--- src/sv/gda_pkg.sv ---
// ----------------------------------------------------------------------------
// gda_pkg
// Shared types, codes and calendar helpers for the Gregorian date adder.
// ----------------------------------------------------------------------------
`default_nettype none

package gda_pkg;

    localparam int YEAR_W  = 15;
    localparam int MONTH_W = 4;
    localparam int DAY_W   = 5;
    localparam int MODE_W  = 3;
    localparam int AMT_W   = 15;
    localparam int CNT_W   = 18;   // amount * 7 in week mode
    localparam int REM_W   = 9;    // year mod 400
    localparam int QUO_W   = 7;    // year / 400
    localparam int DIV_W   = YEAR_W - 4;   // year / 16
    localparam int RECIP_W = 11;
    localparam int RECIP_SH = 15;
    localparam int UNIT_W  = 10;   // up to 1000 years per unit
    localparam int PROD_W  = AMT_W + UNIT_W;

    localparam logic [YEAR_W-1:0]  YEAR_MAX = 15'd32767;
    localparam logic [MONTH_W-1:0] MONTH_JAN = 4'd1;
    localparam logic [MONTH_W-1:0] MONTH_FEB = 4'd2;
    localparam logic [MONTH_W-1:0] MONTH_DEC = 4'd12;
    localparam logic [REM_W-1:0]   REM_LAST   = 9'd399;
    // x * 1311 >> 15 == x / 25 for x < 2048
    localparam logic [RECIP_W-1:0] RECIP_25   = 11'd1311;

    localparam logic [MODE_W-1:0] MODE_DAY        = 3'd0;
    localparam logic [MODE_W-1:0] MODE_WEEK       = 3'd1;
    localparam logic [MODE_W-1:0] MODE_MONTH      = 3'd2;
    localparam logic [MODE_W-1:0] MODE_YEAR       = 3'd3;
    localparam logic [MODE_W-1:0] MODE_DECADE     = 3'd4;
    localparam logic [MODE_W-1:0] MODE_CENTURY    = 3'd5;
    localparam logic [MODE_W-1:0] MODE_MILLENNIUM = 3'd6;
    localparam logic [MODE_W-1:0] MODE_NONE       = 3'd7;

    typedef struct packed {
        logic [YEAR_W-1:0]  start_year;
        logic [MONTH_W-1:0] start_month;
        logic [DAY_W-1:0]   start_day;
        logic [MODE_W-1:0]  mode;
        logic [AMT_W-1:0]   amount;
    } item_t;

    typedef struct packed {
        logic [YEAR_W-1:0]  end_year;
        logic [MONTH_W-1:0] end_month;
        logic [DAY_W-1:0]   end_day;
        logic               year_overflow;
        logic               bad_date;
    } result_t;

    // controller -> datapath
    typedef struct packed {
        logic load;
        logic rem_step;
        logic check;
        logic day_step;
        logic mon_step;
        logic mul;
        logic add;
        logic emit;
    } cmd_t;

    // datapath -> controller
    typedef struct packed {
        logic              cnt_zero;
        logic              bad_now;
        logic [MODE_W-1:0] mode;
        logic              out_free;
    } sts_t;

    // leap test from year mod 400
    function automatic logic is_leap(input logic [REM_W-1:0] rem);
        logic res;
        res = (rem[1:0] == 2'b00) && (rem != 9'd100) && (rem != 9'd200)
              && (rem != 9'd300);
        return res;
    endfunction

    function automatic logic [DAY_W-1:0] days_in(input logic [MONTH_W-1:0] month,
                                                 input logic leap);
        logic [DAY_W-1:0] len;
        unique case (month)
            4'd2:                  len = leap ? 5'd29 : 5'd28;
            4'd4, 4'd6, 4'd9, 4'd11: len = 5'd30;
            default:               len = 5'd31;
        endcase
        return len;
    endfunction

    function automatic logic [UNIT_W-1:0] mode_unit(input logic [MODE_W-1:0] mode);
        logic [UNIT_W-1:0] u;
        unique case (mode)
            MODE_DECADE:     u = 10'd10;
            MODE_CENTURY:    u = 10'd100;
            MODE_MILLENNIUM: u = 10'd1000;
            default:         u = 10'd1;
        endcase
        return u;
    endfunction

endpackage

`default_nettype wire

--- src/sv/gda_dp.sv ---
// ----------------------------------------------------------------------------
// gda_dp
// Datapath: date registers, year mod 400 remainder, step counter, year
// multiply/add and the output register.
// ----------------------------------------------------------------------------
`default_nettype none

module gda_dp
(
    input  wire logic             clk,
    input  wire logic             rst_n,
    input  wire gda_pkg::item_t   item,
    input  wire gda_pkg::cmd_t    cmd,
    output gda_pkg::sts_t         sts,
    input  wire logic             result_stall,
    output logic                  result_valid,
    output gda_pkg::result_t      result
);
    import gda_pkg::*;

    logic [YEAR_W-1:0]  y_reg,    y_next;
    logic [MONTH_W-1:0] m_reg,    m_next;
    logic [DAY_W-1:0]   d_reg,    d_next;
    logic [MODE_W-1:0]  mode_reg, mode_next;
    logic [AMT_W-1:0]   amt_reg,  amt_next;
    logic [CNT_W-1:0]   cnt_reg,  cnt_next;
    logic [REM_W-1:0]   rem_reg,  rem_next;
    logic [QUO_W-1:0]   q_reg,    q_next;
    logic [PROD_W-1:0]  prod_reg, prod_next;
    logic               ovf_reg,  ovf_next;
    logic               bad_reg,  bad_next;
    logic               valid_reg, valid_next;
    result_t            out_reg,  out_next;

    logic               leap;
    logic [DAY_W-1:0]   dim;
    logic [MONTH_W-1:0] nm;
    logic [DAY_W-1:0]   nlen;
    logic [DIV_W+RECIP_W-1:0] recip_prod;
    logic [YEAR_W-1:0]  q_by_400;
    logic [YEAR_W-1:0]  y_less;
    logic [REM_W-1:0]   rem_inc;
    logic [YEAR_W:0]    y_inc;
    logic [PROD_W:0]    sum;
    logic               at_top;

    assign leap      = is_leap(rem_reg);
    assign dim       = days_in(m_reg, leap);
    assign nm        = (m_reg == MONTH_DEC) ? MONTH_JAN : m_reg + 4'd1;
    assign nlen      = days_in(nm, leap);
    // year / 400 = (year / 16) / 25
    assign recip_prod = item.start_year[YEAR_W-1:4] * RECIP_25;
    // 400 = 256 + 128 + 16
    assign q_by_400  = {q_reg, 8'd0} + {1'b0, q_reg, 7'd0} + {4'd0, q_reg, 4'd0};
    assign y_less    = y_reg - q_by_400;
    assign rem_inc   = (rem_reg == REM_LAST) ? '0 : rem_reg + 9'd1;
    assign y_inc     = {1'b0, y_reg} + 16'd1;
    assign sum       = {{(PROD_W + 1 - YEAR_W){1'b0}}, y_reg} + {1'b0, prod_reg};
    assign at_top    = (y_reg == YEAR_MAX);

    assign sts.cnt_zero = (cnt_reg == '0);
    assign sts.bad_now  = (m_reg == 4'd0) || (m_reg > MONTH_DEC) || (d_reg == 5'd0)
                          || (d_reg > dim);
    assign sts.mode     = mode_reg;
    assign sts.out_free = !valid_reg || !result_stall;

    always_comb
    begin
        y_next     = y_reg;
        m_next     = m_reg;
        d_next     = d_reg;
        mode_next  = mode_reg;
        amt_next   = amt_reg;
        cnt_next   = cnt_reg;
        rem_next   = rem_reg;
        q_next     = q_reg;
        prod_next  = prod_reg;
        ovf_next   = ovf_reg;
        bad_next   = bad_reg;
        valid_next = valid_reg;
        out_next   = out_reg;

        if (valid_reg && !result_stall)
        begin
            valid_next = 1'b0;
        end

        if (cmd.load)
        begin
            y_next    = item.start_year;
            m_next    = item.start_month;
            d_next    = item.start_day;
            mode_next = item.mode;
            amt_next  = item.amount;
            rem_next  = '0;
            q_next    = recip_prod[RECIP_SH +: QUO_W];
            ovf_next  = 1'b0;
            bad_next  = 1'b0;
        end

        if (cmd.rem_step)
        begin
            rem_next = y_less[REM_W-1:0];
        end

        if (cmd.check)
        begin
            bad_next = sts.bad_now;
            if (mode_reg == MODE_WEEK)
                cnt_next = ({3'b0, amt_reg} << 3) - {3'b0, amt_reg};
            else
                cnt_next = {3'b0, amt_reg};
        end

        if (cmd.day_step)
        begin
            if (d_reg == dim)
            begin
                if (m_reg == MONTH_DEC)
                begin
                    if (at_top)
                    begin
                        ovf_next = 1'b1;
                        cnt_next = '0;
                    end
                    else
                    begin
                        d_next   = 5'd1;
                        m_next   = MONTH_JAN;
                        y_next   = y_inc[YEAR_W-1:0];
                        rem_next = rem_inc;
                        cnt_next = cnt_reg - 18'd1;
                    end
                end
                else
                begin
                    d_next   = 5'd1;
                    m_next   = nm;
                    cnt_next = cnt_reg - 18'd1;
                end
            end
            else
            begin
                d_next   = d_reg + 5'd1;
                cnt_next = cnt_reg - 18'd1;
            end
        end

        if (cmd.mon_step)
        begin
            if ((m_reg == MONTH_DEC) && at_top)
            begin
                ovf_next = 1'b1;
                cnt_next = '0;
            end
            else
            begin
                m_next   = nm;
                cnt_next = cnt_reg - 18'd1;
                // leap flag only matters when landing on February, same year
                if (d_reg > nlen)
                    d_next = nlen;
                if (m_reg == MONTH_DEC)
                begin
                    y_next   = y_inc[YEAR_W-1:0];
                    rem_next = rem_inc;
                end
            end
        end

        if (cmd.mul)
        begin
            prod_next = amt_reg * mode_unit(mode_reg);
        end

        if (cmd.add)
        begin
            if (sum > {{(PROD_W + 1 - YEAR_W){1'b0}}, YEAR_MAX})
            begin
                y_next   = YEAR_MAX;
                ovf_next = 1'b1;
            end
            else
            begin
                y_next = sum[YEAR_W-1:0];
            end
        end

        if (cmd.emit)
        begin
            valid_next            = 1'b1;
            out_next.end_year     = y_reg;
            out_next.end_month    = m_reg;
            out_next.end_day      = d_reg;
            out_next.year_overflow = ovf_reg;
            out_next.bad_date     = bad_reg;
        end
    end

    always_ff @(posedge clk or negedge rst_n)
    begin
        if (!rst_n)
        begin
            valid_reg <= 1'b0;
        end
        else
        begin
            valid_reg <= valid_next;
        end
    end

    always_ff @(posedge clk)
    begin
        y_reg    <= y_next;
        m_reg    <= m_next;
        d_reg    <= d_next;
        mode_reg <= mode_next;
        amt_reg  <= amt_next;
        cnt_reg  <= cnt_next;
        rem_reg  <= rem_next;
        q_reg    <= q_next;
        prod_reg <= prod_next;
        ovf_reg  <= ovf_next;
        bad_reg  <= bad_next;
        out_reg  <= out_next;
    end

    assign result_valid = valid_reg;
    assign result       = out_reg;

endmodule

`default_nettype wire

--- src/sv/gda_ctrl.sv ---
// ----------------------------------------------------------------------------
// gda_ctrl
// Sequencer: accepts an item, runs the remainder, check and step or multiply/add
// phases, and hands the finished date to the output register.
// ----------------------------------------------------------------------------
`default_nettype none

module gda_ctrl
(
    input  wire logic          clk,
    input  wire logic          rst_n,
    input  wire logic          item_valid,
    output logic               item_stall,
    input  wire gda_pkg::sts_t sts,
    output gda_pkg::cmd_t      cmd
);
    import gda_pkg::*;

    localparam logic [2:0] S_IDLE  = 3'd0;
    localparam logic [2:0] S_REM   = 3'd1;
    localparam logic [2:0] S_CHECK = 3'd2;
    localparam logic [2:0] S_DAY   = 3'd3;
    localparam logic [2:0] S_MON   = 3'd4;
    localparam logic [2:0] S_MUL   = 3'd5;
    localparam logic [2:0] S_ADD   = 3'd6;
    localparam logic [2:0] S_DONE  = 3'd7;

    logic [2:0] state_reg, state_next;

    assign item_stall = (state_reg != S_IDLE);

    always_comb
    begin
        state_next = state_reg;
        cmd        = '0;
        unique case (state_reg)
            S_IDLE:
            begin
                if (item_valid)
                begin
                    cmd.load   = 1'b1;
                    state_next = S_REM;
                end
            end
            S_REM:
            begin
                cmd.rem_step = 1'b1;
                state_next   = S_CHECK;
            end
            S_CHECK:
            begin
                cmd.check = 1'b1;
                if (sts.bad_now || (sts.mode == MODE_NONE))
                    state_next = S_DONE;
                else if ((sts.mode == MODE_DAY) || (sts.mode == MODE_WEEK))
                    state_next = S_DAY;
                else if (sts.mode == MODE_MONTH)
                    state_next = S_MON;
                else
                    state_next = S_MUL;
            end
            S_DAY:
            begin
                if (sts.cnt_zero)
                    state_next = S_DONE;
                else
                    cmd.day_step = 1'b1;
            end
            S_MON:
            begin
                if (sts.cnt_zero)
                    state_next = S_DONE;
                else
                    cmd.mon_step = 1'b1;
            end
            S_MUL:
            begin
                cmd.mul    = 1'b1;
                state_next = S_ADD;
            end
            S_ADD:
            begin
                cmd.add    = 1'b1;
                state_next = S_DONE;
            end
            S_DONE:
            begin
                if (sts.out_free)
                begin
                    cmd.emit   = 1'b1;
                    state_next = S_IDLE;
                end
            end
            default:
            begin
                state_next = S_IDLE;
            end
        endcase
    end

    always_ff @(posedge clk or negedge rst_n)
    begin
        if (!rst_n)
            state_reg <= S_IDLE;
        else
            state_reg <= state_next;
    end

endmodule

`default_nettype wire

--- src/sv/gregorian_date_adder_top.sv ---
// Sequence, accept to result beat: load, remainder, check, then done for invalid
//   dates and mode 7, multiply and add in year/decade/century/millennium modes,
//   and the stepper in day, week and month modes; it moves one day or month a cycle.
// Throughput: one item at a time; the next beat is taken once the result sits
//   in the output register, even while that result waits on a stall.
// Reset: rst_n asynchronous, active low; clears the sequencer and output valid.
// ----------------------------------------------------------------------------
// gregorian_date_adder_top
// Adds days, weeks, months or years to a Gregorian date.
// ----------------------------------------------------------------------------
`default_nettype none

module gregorian_date_adder_top
(
    input  wire logic            clk,
    input  wire logic            rst_n,
    input  wire logic            item_valid,
    output logic                 item_stall,
    input  wire gda_pkg::item_t  item,
    output logic                 result_valid,
    input  wire logic            result_stall,
    output gda_pkg::result_t     result
);
    import gda_pkg::*;

    cmd_t cmd;
    sts_t sts;

    gda_ctrl u_ctrl
    (
        .clk        (clk),
        .rst_n      (rst_n),
        .item_valid (item_valid),
        .item_stall (item_stall),
        .sts        (sts),
        .cmd        (cmd)
    );

    gda_dp u_dp
    (
        .clk          (clk),
        .rst_n        (rst_n),
        .item         (item),
        .cmd          (cmd),
        .sts          (sts),
        .result_stall (result_stall),
        .result_valid (result_valid),
        .result       (result)
    );

endmodule

`default_nettype wire

--- config.mk ---
export PLATFORM = sky130hd
export DESIGN_NAME = gregorian_date_adder_top
export DESIGN_NICKNAME = d
export VERILOG_FILES = /design/src/sv/gda_pkg.sv /design/src/sv/gda_dp.sv /design/src/sv/gda_ctrl.sv /design/src/sv/gregorian_date_adder_top.sv
export SDC_FILE = /design/constraint.sdc
export NUM_CORES = 1
export LEC_CHECK = 0
export ABC_AREA = 1
export BUFFER_PORTS_ARGS = -buffer_cell sky130_fd_sc_hd__buf_2
export CORE_UTILIZATION = 65
export DETAILED_ROUTE_END_ITERATION = 10
export GPL_ROUTABILITY_DRIVEN = 0
export PLACE_DENSITY_LB_ADDON = 0.2
export SLEW_MARGIN = 10
export SYNTH_ARGS = -nofsm -noshare
export SYNTH_HDL_FRONTEND = slang
export SYNTH_SLANG_ARGS = --single-unit
export TNS_END_PERCENT = 1
--- constraint.sdc ---
create_clock -name clk -period 12.4 [get_ports clk]
set_clock_uncertainty 0.05 [all_clocks]
set_input_delay 0.62 -clock clk [delete_from_list [all_inputs] [get_ports clk]]
set_output_delay 0.62 -clock clk [all_outputs]
set_load 0.02 [all_outputs]
* Word level (Yosys, flattened, before mapping) *
Index checks and enable logic that the tools add are counted.

storage, ports and cells
  input port bits = 46
  bits in registers = 131
  output and inout bits = 28

cells by class
  equality and inequality tests = 33
  $mul = 2
  magnitude comparators = 4
  add/sub/neg operators = 10
  multiplexer cells = 80
  reductions and logical operators = 27

operators with widths
  kind                                                                     number
  15-bit 2-to-1 mux                                                        10
  18-bit 2-to-1 mux                                                        8
  9-bit 2-to-1 mux                                                         10
  5-bit 2-to-1 mux                                                         8
  4-bit 2-to-1 mux                                                         8
  10-bit case mux with 3 select lines                                      1
  15-bit by 25-bit adder with 26-bit output                                1
  26-bit by 15-bit > comparator with 1-bit output (second input constant)  1
  1-bit 2-to-1 mux                                                         26
  15-bit by 10-bit multiplier with 25-bit output                           1
  3-bit == test (second input constant)                                    8
  3-bit case mux with 7 select lines                                       1
  4-bit == test (second input constant)                                    5
  11-bit by 11-bit multiplier with 20-bit output (second input constant)   1
  5-bit case mux with 2 select lines                                       2
  9-bit adder                                                              2
  18-bit logical NOT                                                       1
  18-bit by 1-bit subtractor with 18-bit output (second input constant)    1
  18-bit by 15-bit subtractor with 18-bit output                           1
  4-bit by 3-bit == test with 1-bit output (second input constant)         4
  15-bit by 1-bit adder with 15-bit output (second input constant)         1
  15-bit == test (second input constant)                                   1
  3-bit 2-to-1 mux                                                         5
  5-bit > comparator                                                       2
  28 further kinds                                                         47

* Longest topological paths before layout *
Gate-level depths: netlist of run 1.

  depth after elaboration = 13
  mapped depth = 28

* Hierarchy *
A second synthesis of run 1 with hierarchy kept.

unflattened totals
  cells, all modules = 1,991
  area, all modules = 15,597.5 um^2

by module, submodules not included
  module    cells an instance  area each (um^2)  times used
  gda_dp    1,934              15,298.4          1
  gda_ctrl  57                 299.0             1

* Worst setup path after synthesis of run 1 *
Ideal clock, no wire load.

  path type = register to register
  from = register u_dp.mode_reg[0]
  to = register u_dp.prod_reg[19] (data pin)
  path buffers = 0
  stages on the path, launching flop included = 25
  period minus slack after synthesis = 5.619 ns
  slack = 6.781 ns
  required time = 12.091 ns
  arrival = 5.310 ns
  cell sequence = edfxtp_1 nor2_2 inv_1 nor2_1 inv_1 nor3_1 nor2_1 ha_1 or2_2 fa_1 fa_1 fa_1 inv_1 fa_1 inv_1 ha_1 a21oi_1 inv_1 a21oi_1 nand2_1 a31oi_1 o21bai_1 nand2_1 nand2_1 xor2_1

between the ends
  cells in the longest elaborated chain, start to end = 4
  elaborated cells between the ends (all ways) = 6
  those cells by class = 1 x mul; 3 x eq/ne; 2 x mux

ends and longest elaborated chain
  what                                              line           RTL
  start: declaration                                gda_dp.sv:24   logic [MODE_W-1:0] mode_reg, mode_next;
  start signal: assignment                          gda_dp.sv:217  mode_reg <= mode_next;
  3-bit == test                                     gda_pkg.sv:97  unique case (mode)
  10-bit case mux with 3 select lines *             gda_pkg.sv:97
  10-bit 2-to-1 mux *                               gda_dp.sv:171  if (cmd.mul)
  15-bit by 10-bit multiplier with 25-bit output *  gda_dp.sv:173  prod_next = amt_reg * mode_unit(mode_reg);
  end signal: assignment                            gda_dp.sv:222  prod_reg <= prod_next;
  end: declaration                                  gda_dp.sv:29   logic [PROD_W-1:0] prod_reg, prod_next;

Mark *: on every way between the ends. The rest lies on a longest branch, timed or not. The select of a mux whose other input is x is not followed.
A chain may end at the register's enable or synchronous reset.

* Worst setup path after layout of run 1 *
Same ends and word-level chain as after synthesis.

==> results of run 1 <==
-- synth_stat cells, types with 10 or more instances --
library cell / count / area, µm²
nor2_2: 10 / 62.56
edfxtp_1: 93 / 2793
nand4_1: 21 / 131.4
a31oi_1: 11 / 68.82
a21oi_1: 79 / 395.4
dfxtp_1: 34 / 680.7
nor3_1: 24 / 120.1
ha_1: 202 / 2527
inv_2: 18 / 67.56
o21ai_1: 12 / 60.06
xor2_1: 57 / 499.2
nor2_1: 127 / 476.7
inv_1: 354 / 1329
fa_1: 120 / 2402
o21ai_0: 89 / 445.4
xnor2_1: 27 / 236.5
nand3_1: 87 / 435.4
nand2_1: 403 / 1513
nand2_2: 23 / 143.9
clkbuf_1: 12 / 45.04
-- cell families after synthesis --
logic type	after synthesis	synth area share
muxes	2	0.001283
AOI/OAI and AO/OA	255	0.09454
DFF	131	0.2290
and+or+nand+nor	739	0.2115
adders and majority gates	322	0.3159
xor gates and xnor gates	84	0.04715
buffers and inverters	402	0.1006
-- per-layer routing --
layer	share of wire	track usage	vias to the layer above
li1	-	-	6418
met1	0.42	0.3999	6111
met2	0.49	0.5325	460
met3	0.063	0.04681	103
met4	0.034	0.1237	0
met5	0	0	-
-- power breakdown --
group          total [mW]  switching, mW  internal [mW]
logic                2.47           1.57          0.901
clock network       0.502          0.233          0.269
registers           0.898          0.173          0.725
-- layout make-up --
class,instances,area [µm²],area share
Clock inverter,15,163.9,0.009723
Tap cell,319,399.1,0.02368
Timing Repair Buffer,78,405.4,0.02405
Inverter,377,1418,0.08409
Clock buffer,17,425.4,0.02524
Multi-Input combinational cell,1402,10470,0.6212
Sequential cell,131,3573,0.2120
-- path summary, 6_finish.rpt --
check / end / slack (ns) / cells past startpoint
setup / recovery: u_dp.prod_reg[19] / 5.82 / 24
hold / removal: u_dp.amt_reg[4] / 0.30 / 1
setup reg to reg: u_dp.prod_reg[19] / 5.82 / 24
hold reg to reg: u_dp.result[1] / 0.43 / 0
max in group asynchronous: u_ctrl.state_reg[2] / 11.68 / 2
min in group asynchronous: u_dp.result_valid / 0.48 / 2
-- repair_timing --
item | CTS | global route
setup endpoints to repair | 0 | 0
hold buffers | 1 | 0
hold endpoints to repair | 4 | 0
-- critical path, stage by stage (launching register included) --
cell and delay (ns):
edfxtp_1 0.46, nor2_2 0.52, inv_1 0.22, nor2_1 0.22, inv_1 0.20, nor3_1 0.40
nor2_1 0.15, ha_1 0.20, or2_2 0.30, fa_1 0.48, fa_1 0.52, fa_1 0.54
inv_1 0.05, fa_1 0.53, inv_1 0.04, ha_1 0.36, a21oi_1 0.15, inv_1 0.07
a21oi_1 0.12, nand2_1 0.08, a31oi_1 0.25, o21bai_1 0.13, nand2_1 0.07, nand2_1 0.05
xor2_1 0.14
==> metrics.txt, run 1 <==
initial antenna violation count 0; Ys Warns 0; Power Total 3.872 mW; pwr dens 229.7 nW/µm²; critical-path maximum fanout 15; Setup CP Type reg2reg; Buffers on Ports 73; CP startpoint kind register; largest net degree at the start of global routing 51; Total Die Area 24630 µm²; first-pass GRT wire length 60510 µm; worst hold path type in2reg; fin nets 2375; worst endpoint required time 12.53 ns; most common cell after layout, fill and taps aside nand2_1; post-synthesis register bit count 131; CTS max path bufs 2; worst skew pair latency 0.43 ns; Finished Core Util 0.7182; starting density of the core 0.6648; post-route setup slack 5.816 ns; Syn Inst Count 1935; Post-synth ARST share 0.03053; Main synth FF type edfxtp_1; synthesis-to-layout area growth 8.035%; fraction of layout cells with a size suffix above 1 0.09901; Lkg Pwr 8.737 nW; Distinct cells, synth 60; ANT cells 0; Slew Viols, Final 0; CTS resizes 0; Hold Path Origin item[4]; Post-Syn Nets 2303; vias in the first global route 12770; Final Hold Fails 0; critical path arrival 6.71 ns; Worst Setup End Kind register; Fin Hold WS 0.3044 ns; Post-route DRC 0; Post-Layout Inst Area 16860 µm²; Die H 156.9 µm; syn_area_per_cell 8.064 µm²; vias 13090; via/cell ratio 5.597; post-placement worst setup slack 5.978 ns; fillers 1831; drt first pass iters 5; dpl hpwl 29360 µm; setup bufs post-CTS 0; number of synthesized flops with an enable pin 93; DIE WIDTH 156.9 µm; Final min period 6.584 ns; wirelength, routed 36530 µm; Iteration-0 DRC Markers 1171; most frequent cells in the layout nand2_1, inv_1, ha_1; outcome completed; max_slew headroom 0.3879; register area share after synthesis 0.2290; post-synth design cell area 15600 µm²; clk root buf clkbuf_16; GRT Overall Usage 0.3129; floorplan row count 56; Max Cap Viol 0; CTS tree yes; # IOs 74; Finish-stage setup viols 0; total gr overflow 0; ANT nets after route 0; Layout Cells excl Fill 2339; Critical R2R Launch u_dp.mode_reg[0]; Setup crit start u_dp.mode_reg[0]; TNS Setup 0 ns; core area 23470 µm²; fmax 151.9 MHz; Routed WL per cell 15.62 µm; Post-Place Cells 2306; clock-pin slew on the worst setup and hold paths 0.07 ns; Placed Area 16260 µm²; Largest register FFs 26; total number of H-tree levels 4; Tcrit/Tclk final 0.5309; CTS Buf Count 17; unrepaired setup endpoints after global routing false; Slew @ Worst Pin 0.9172 ns; Worst VDD drop 0.1411 mV; clk sinks 131
(Power assumes the default switching activity.)
==> inputs of run 2 (changes only) <==
CORE_UTILIZATION = 64   (was 65)
clock period = 6.1 ns   (was 12.4 ns; I/O delays follow)
==> metrics.txt, run 2 (same netlist as run 1, synthesis figures left out) <==
Routed WL per cell 15.62 µm (about the same); critical path arrival 5.92 ns (-0.79 ns); CTS max path bufs 2 (unchanged); dpl hpwl 29630 µm (+0.91%); Critical R2R Launch u_dp.mode_reg[1]; Die H 158.1 µm (+0.77%); fin nets 2402 (+1.1%); starting density of the core 0.6589 (-0.005900); worst skew pair latency 0.44 ns (about the same); total gr overflow 0 (unchanged); Worst R2R Path Depth 23 (-4.2%); vias in the first global route 12550 (-1.7%); Worst VDD drop 0.2619 mV (+86%); Largest register FFs 26 (unchanged); Iteration-0 DRC Markers 1143 (-2.4%); worst endpoint required time 6.23 ns (-6.30 ns); CP startpoint kind register; gr busiest metal met2; fraction of layout cells with a size suffix above 1 0.1080 (+0.008953); critical-path maximum fanout 14 (-1); Tcrit/Tclk final 0.9499 (+0.4190); fmax 172.6 MHz (+14%); Slew Viols, Final 0 (unchanged); Buffers on Ports 73 (unchanged); via/cell ratio 5.587 (-0.18%); initial antenna violation count 0 (unchanged); WHS Endpoint u_dp.mode_reg[2]; total number of H-tree levels 4 (unchanged); Slew @ Worst Pin 0.7956 ns (-0.1215 ns); most common cell after layout, fill and taps aside nand2_1; FF-to-FF End u_dp.prod_reg[23]; Final Hold Fails 0 (unchanged); Total Die Area 25010 µm² (+1.5%); Worst Setup End Kind register; max_slew headroom 0.4683 (+0.08042); slowest CP cell fa_1; floorplan row count 56 (unchanged); clock-pin slew on the worst setup and hold paths 0.06 ns (about the same); most frequent cells in the layout nand2_1, inv_1, ha_1; met3 usage 0.04435 (-0.002459); Final min period 5.795 ns (-0.7891 ns); Post-route DRC 0 (unchanged); Fin Hold WS 0.02558 ns (-0.2788 ns); vias 13220 (+0.97%); TNS Setup 0 ns (unchanged); GR Util met2 0.5336 (+0.001139); GRT Overall Usage 0.3069 (-0.005926); unrepaired setup endpoints after global routing false; core area 23680 µm² (+0.90%); Buffers & Inverters on Critical Path 6 (+1); clk sinks 131 (unchanged); Worst Hold Depth 1 (unchanged); CTS tree yes; met1 usage 0.3844 (-0.01545); Setup CP Type reg2reg; worst hold path type in2reg; clk root buf clkbuf_16; register-to-register path setup slack 0.31 ns (-5.51 ns); ANT nets after route 0 (unchanged); pwr dens 461.2 nW/µm² (+100%); ANT cells 0 (unchanged); # IOs 74 (unchanged); drt first pass iters 6 (+1); first-pass GRT wire length 59860 µm (-1.1%); DIE WIDTH 158.1 µm (+0.77%); outcome completed; Hold Path Origin item[17]; Lkg Pwr 8.846 nW (+1.2%); Finish-stage setup viols 0 (unchanged); CP delay by family, top adder cells; CTS Buf Count 17 (unchanged); largest net degree at the start of global routing 34 (-33%); wirelength, routed 36950 µm (+1.2%); synthesis-to-layout area growth 9.703%; Worst path max stage delay 0.55 ns (about the same); crit path cell chain nor3_1, buf_4, inv_1, nand2_2, clkinvlp_4, nor2_1, ha_1, inv_1, fa_1, fa_1, fa_1, inv_1, fa_1, ha_1, nand2_1, nor2_1, inv_1, nor3_1, nand4_1, nand3_1, nand3_1, nand2_1, xor2_1; Max Cap Viol 0 (unchanged)
[run 2: cell types whose count changed in the layout (fill, tap and decap cells not counted), moves of 2 or more]
cell,previous run,this run
dlygate4sd3_1,1,16
inv_6,2,5
nor2_2,12,16
buf_4,4,15
clkinv_4,3,0
inv_1,354,352
clkinvlp_4,2,5
nor2_1,124,119
[run 2: report_power, final]
group	internal, mW	switching, mW
sequential	1.47	0.344
clock	0.546	0.474
combinational	1.85	3.20
total	3.87	4.02
[run 2: how the worst max path moves through the flow]
stage | start | to | cells after the start
3_3_place_gp | u_dp.mode_reg[0] | u_dp.prod_reg[19] | 24
4_1_cts | u_dp.mode_reg[0] | u_dp.prod_reg[23] | 22
3_5_place_dp | u_dp.mode_reg[0] | u_dp.prod_reg[19] | 23
5_1_grt | u_dp.mode_reg[1] | u_dp.prod_reg[19] | 23
2_1_floorplan | u_dp.mode_reg[0] | u_dp.prod_reg[19] | 24
6_report | u_dp.mode_reg[1] | u_dp.prod_reg[23] | 23
[run 2: repair_timing]
action                                  CTS  global route
endpoints found under the setup margin    0             9
gates resized for setup                   0            11
endpoints found under the hold margin    19             0
hold buffers                             16             0
buffers inserted                          0             3
[run 2: layout make-up]
type	instances	area (µm²)
inverter	377	1421
timing repair buffer	104	638.1
timing repair inverter	1	7.507
clock buffer	17	425.4
tap	319	399.1
clock inverter	15	155.1
multi-input combinational	1402	10500
sequential	131	3573
fill	1857	6565
[run 2: per-stage QoR]
stage / utilization / power, mW / setup WS, ns / std cells / instance area [µm²]
3_5_place_dp: 0.6890 / 6.788 / 0.2984 / 2314 / 16320
4_1_cts: 0.7203 / 7.849 / 0.1514 / 2362 / 17060
5_1_grt: 0.7228 / 8.676 / 0.004814 / 2366 / 17120
6_report: 0.7228 / 7.894 / 0.3055 / 2366 / 17120
3_3_place_gp: 0.6890 / 6.626 / 0.4024 / 2314 / 16320
2_1_floorplan: - / 5.642 / 0.4814 / 1935 / 15600
[run 2: per-layer routing]
| metal | wire (µm) | up-vias |
|---|---|---|
| met1 | 15240 | 6182 |
| li1 | - | 6467 |
| met5 | 0 | - |
| met2 | 18020 | 488 |
| met3 | 2461 | 82 |
| met4 | 1228 | 0 |
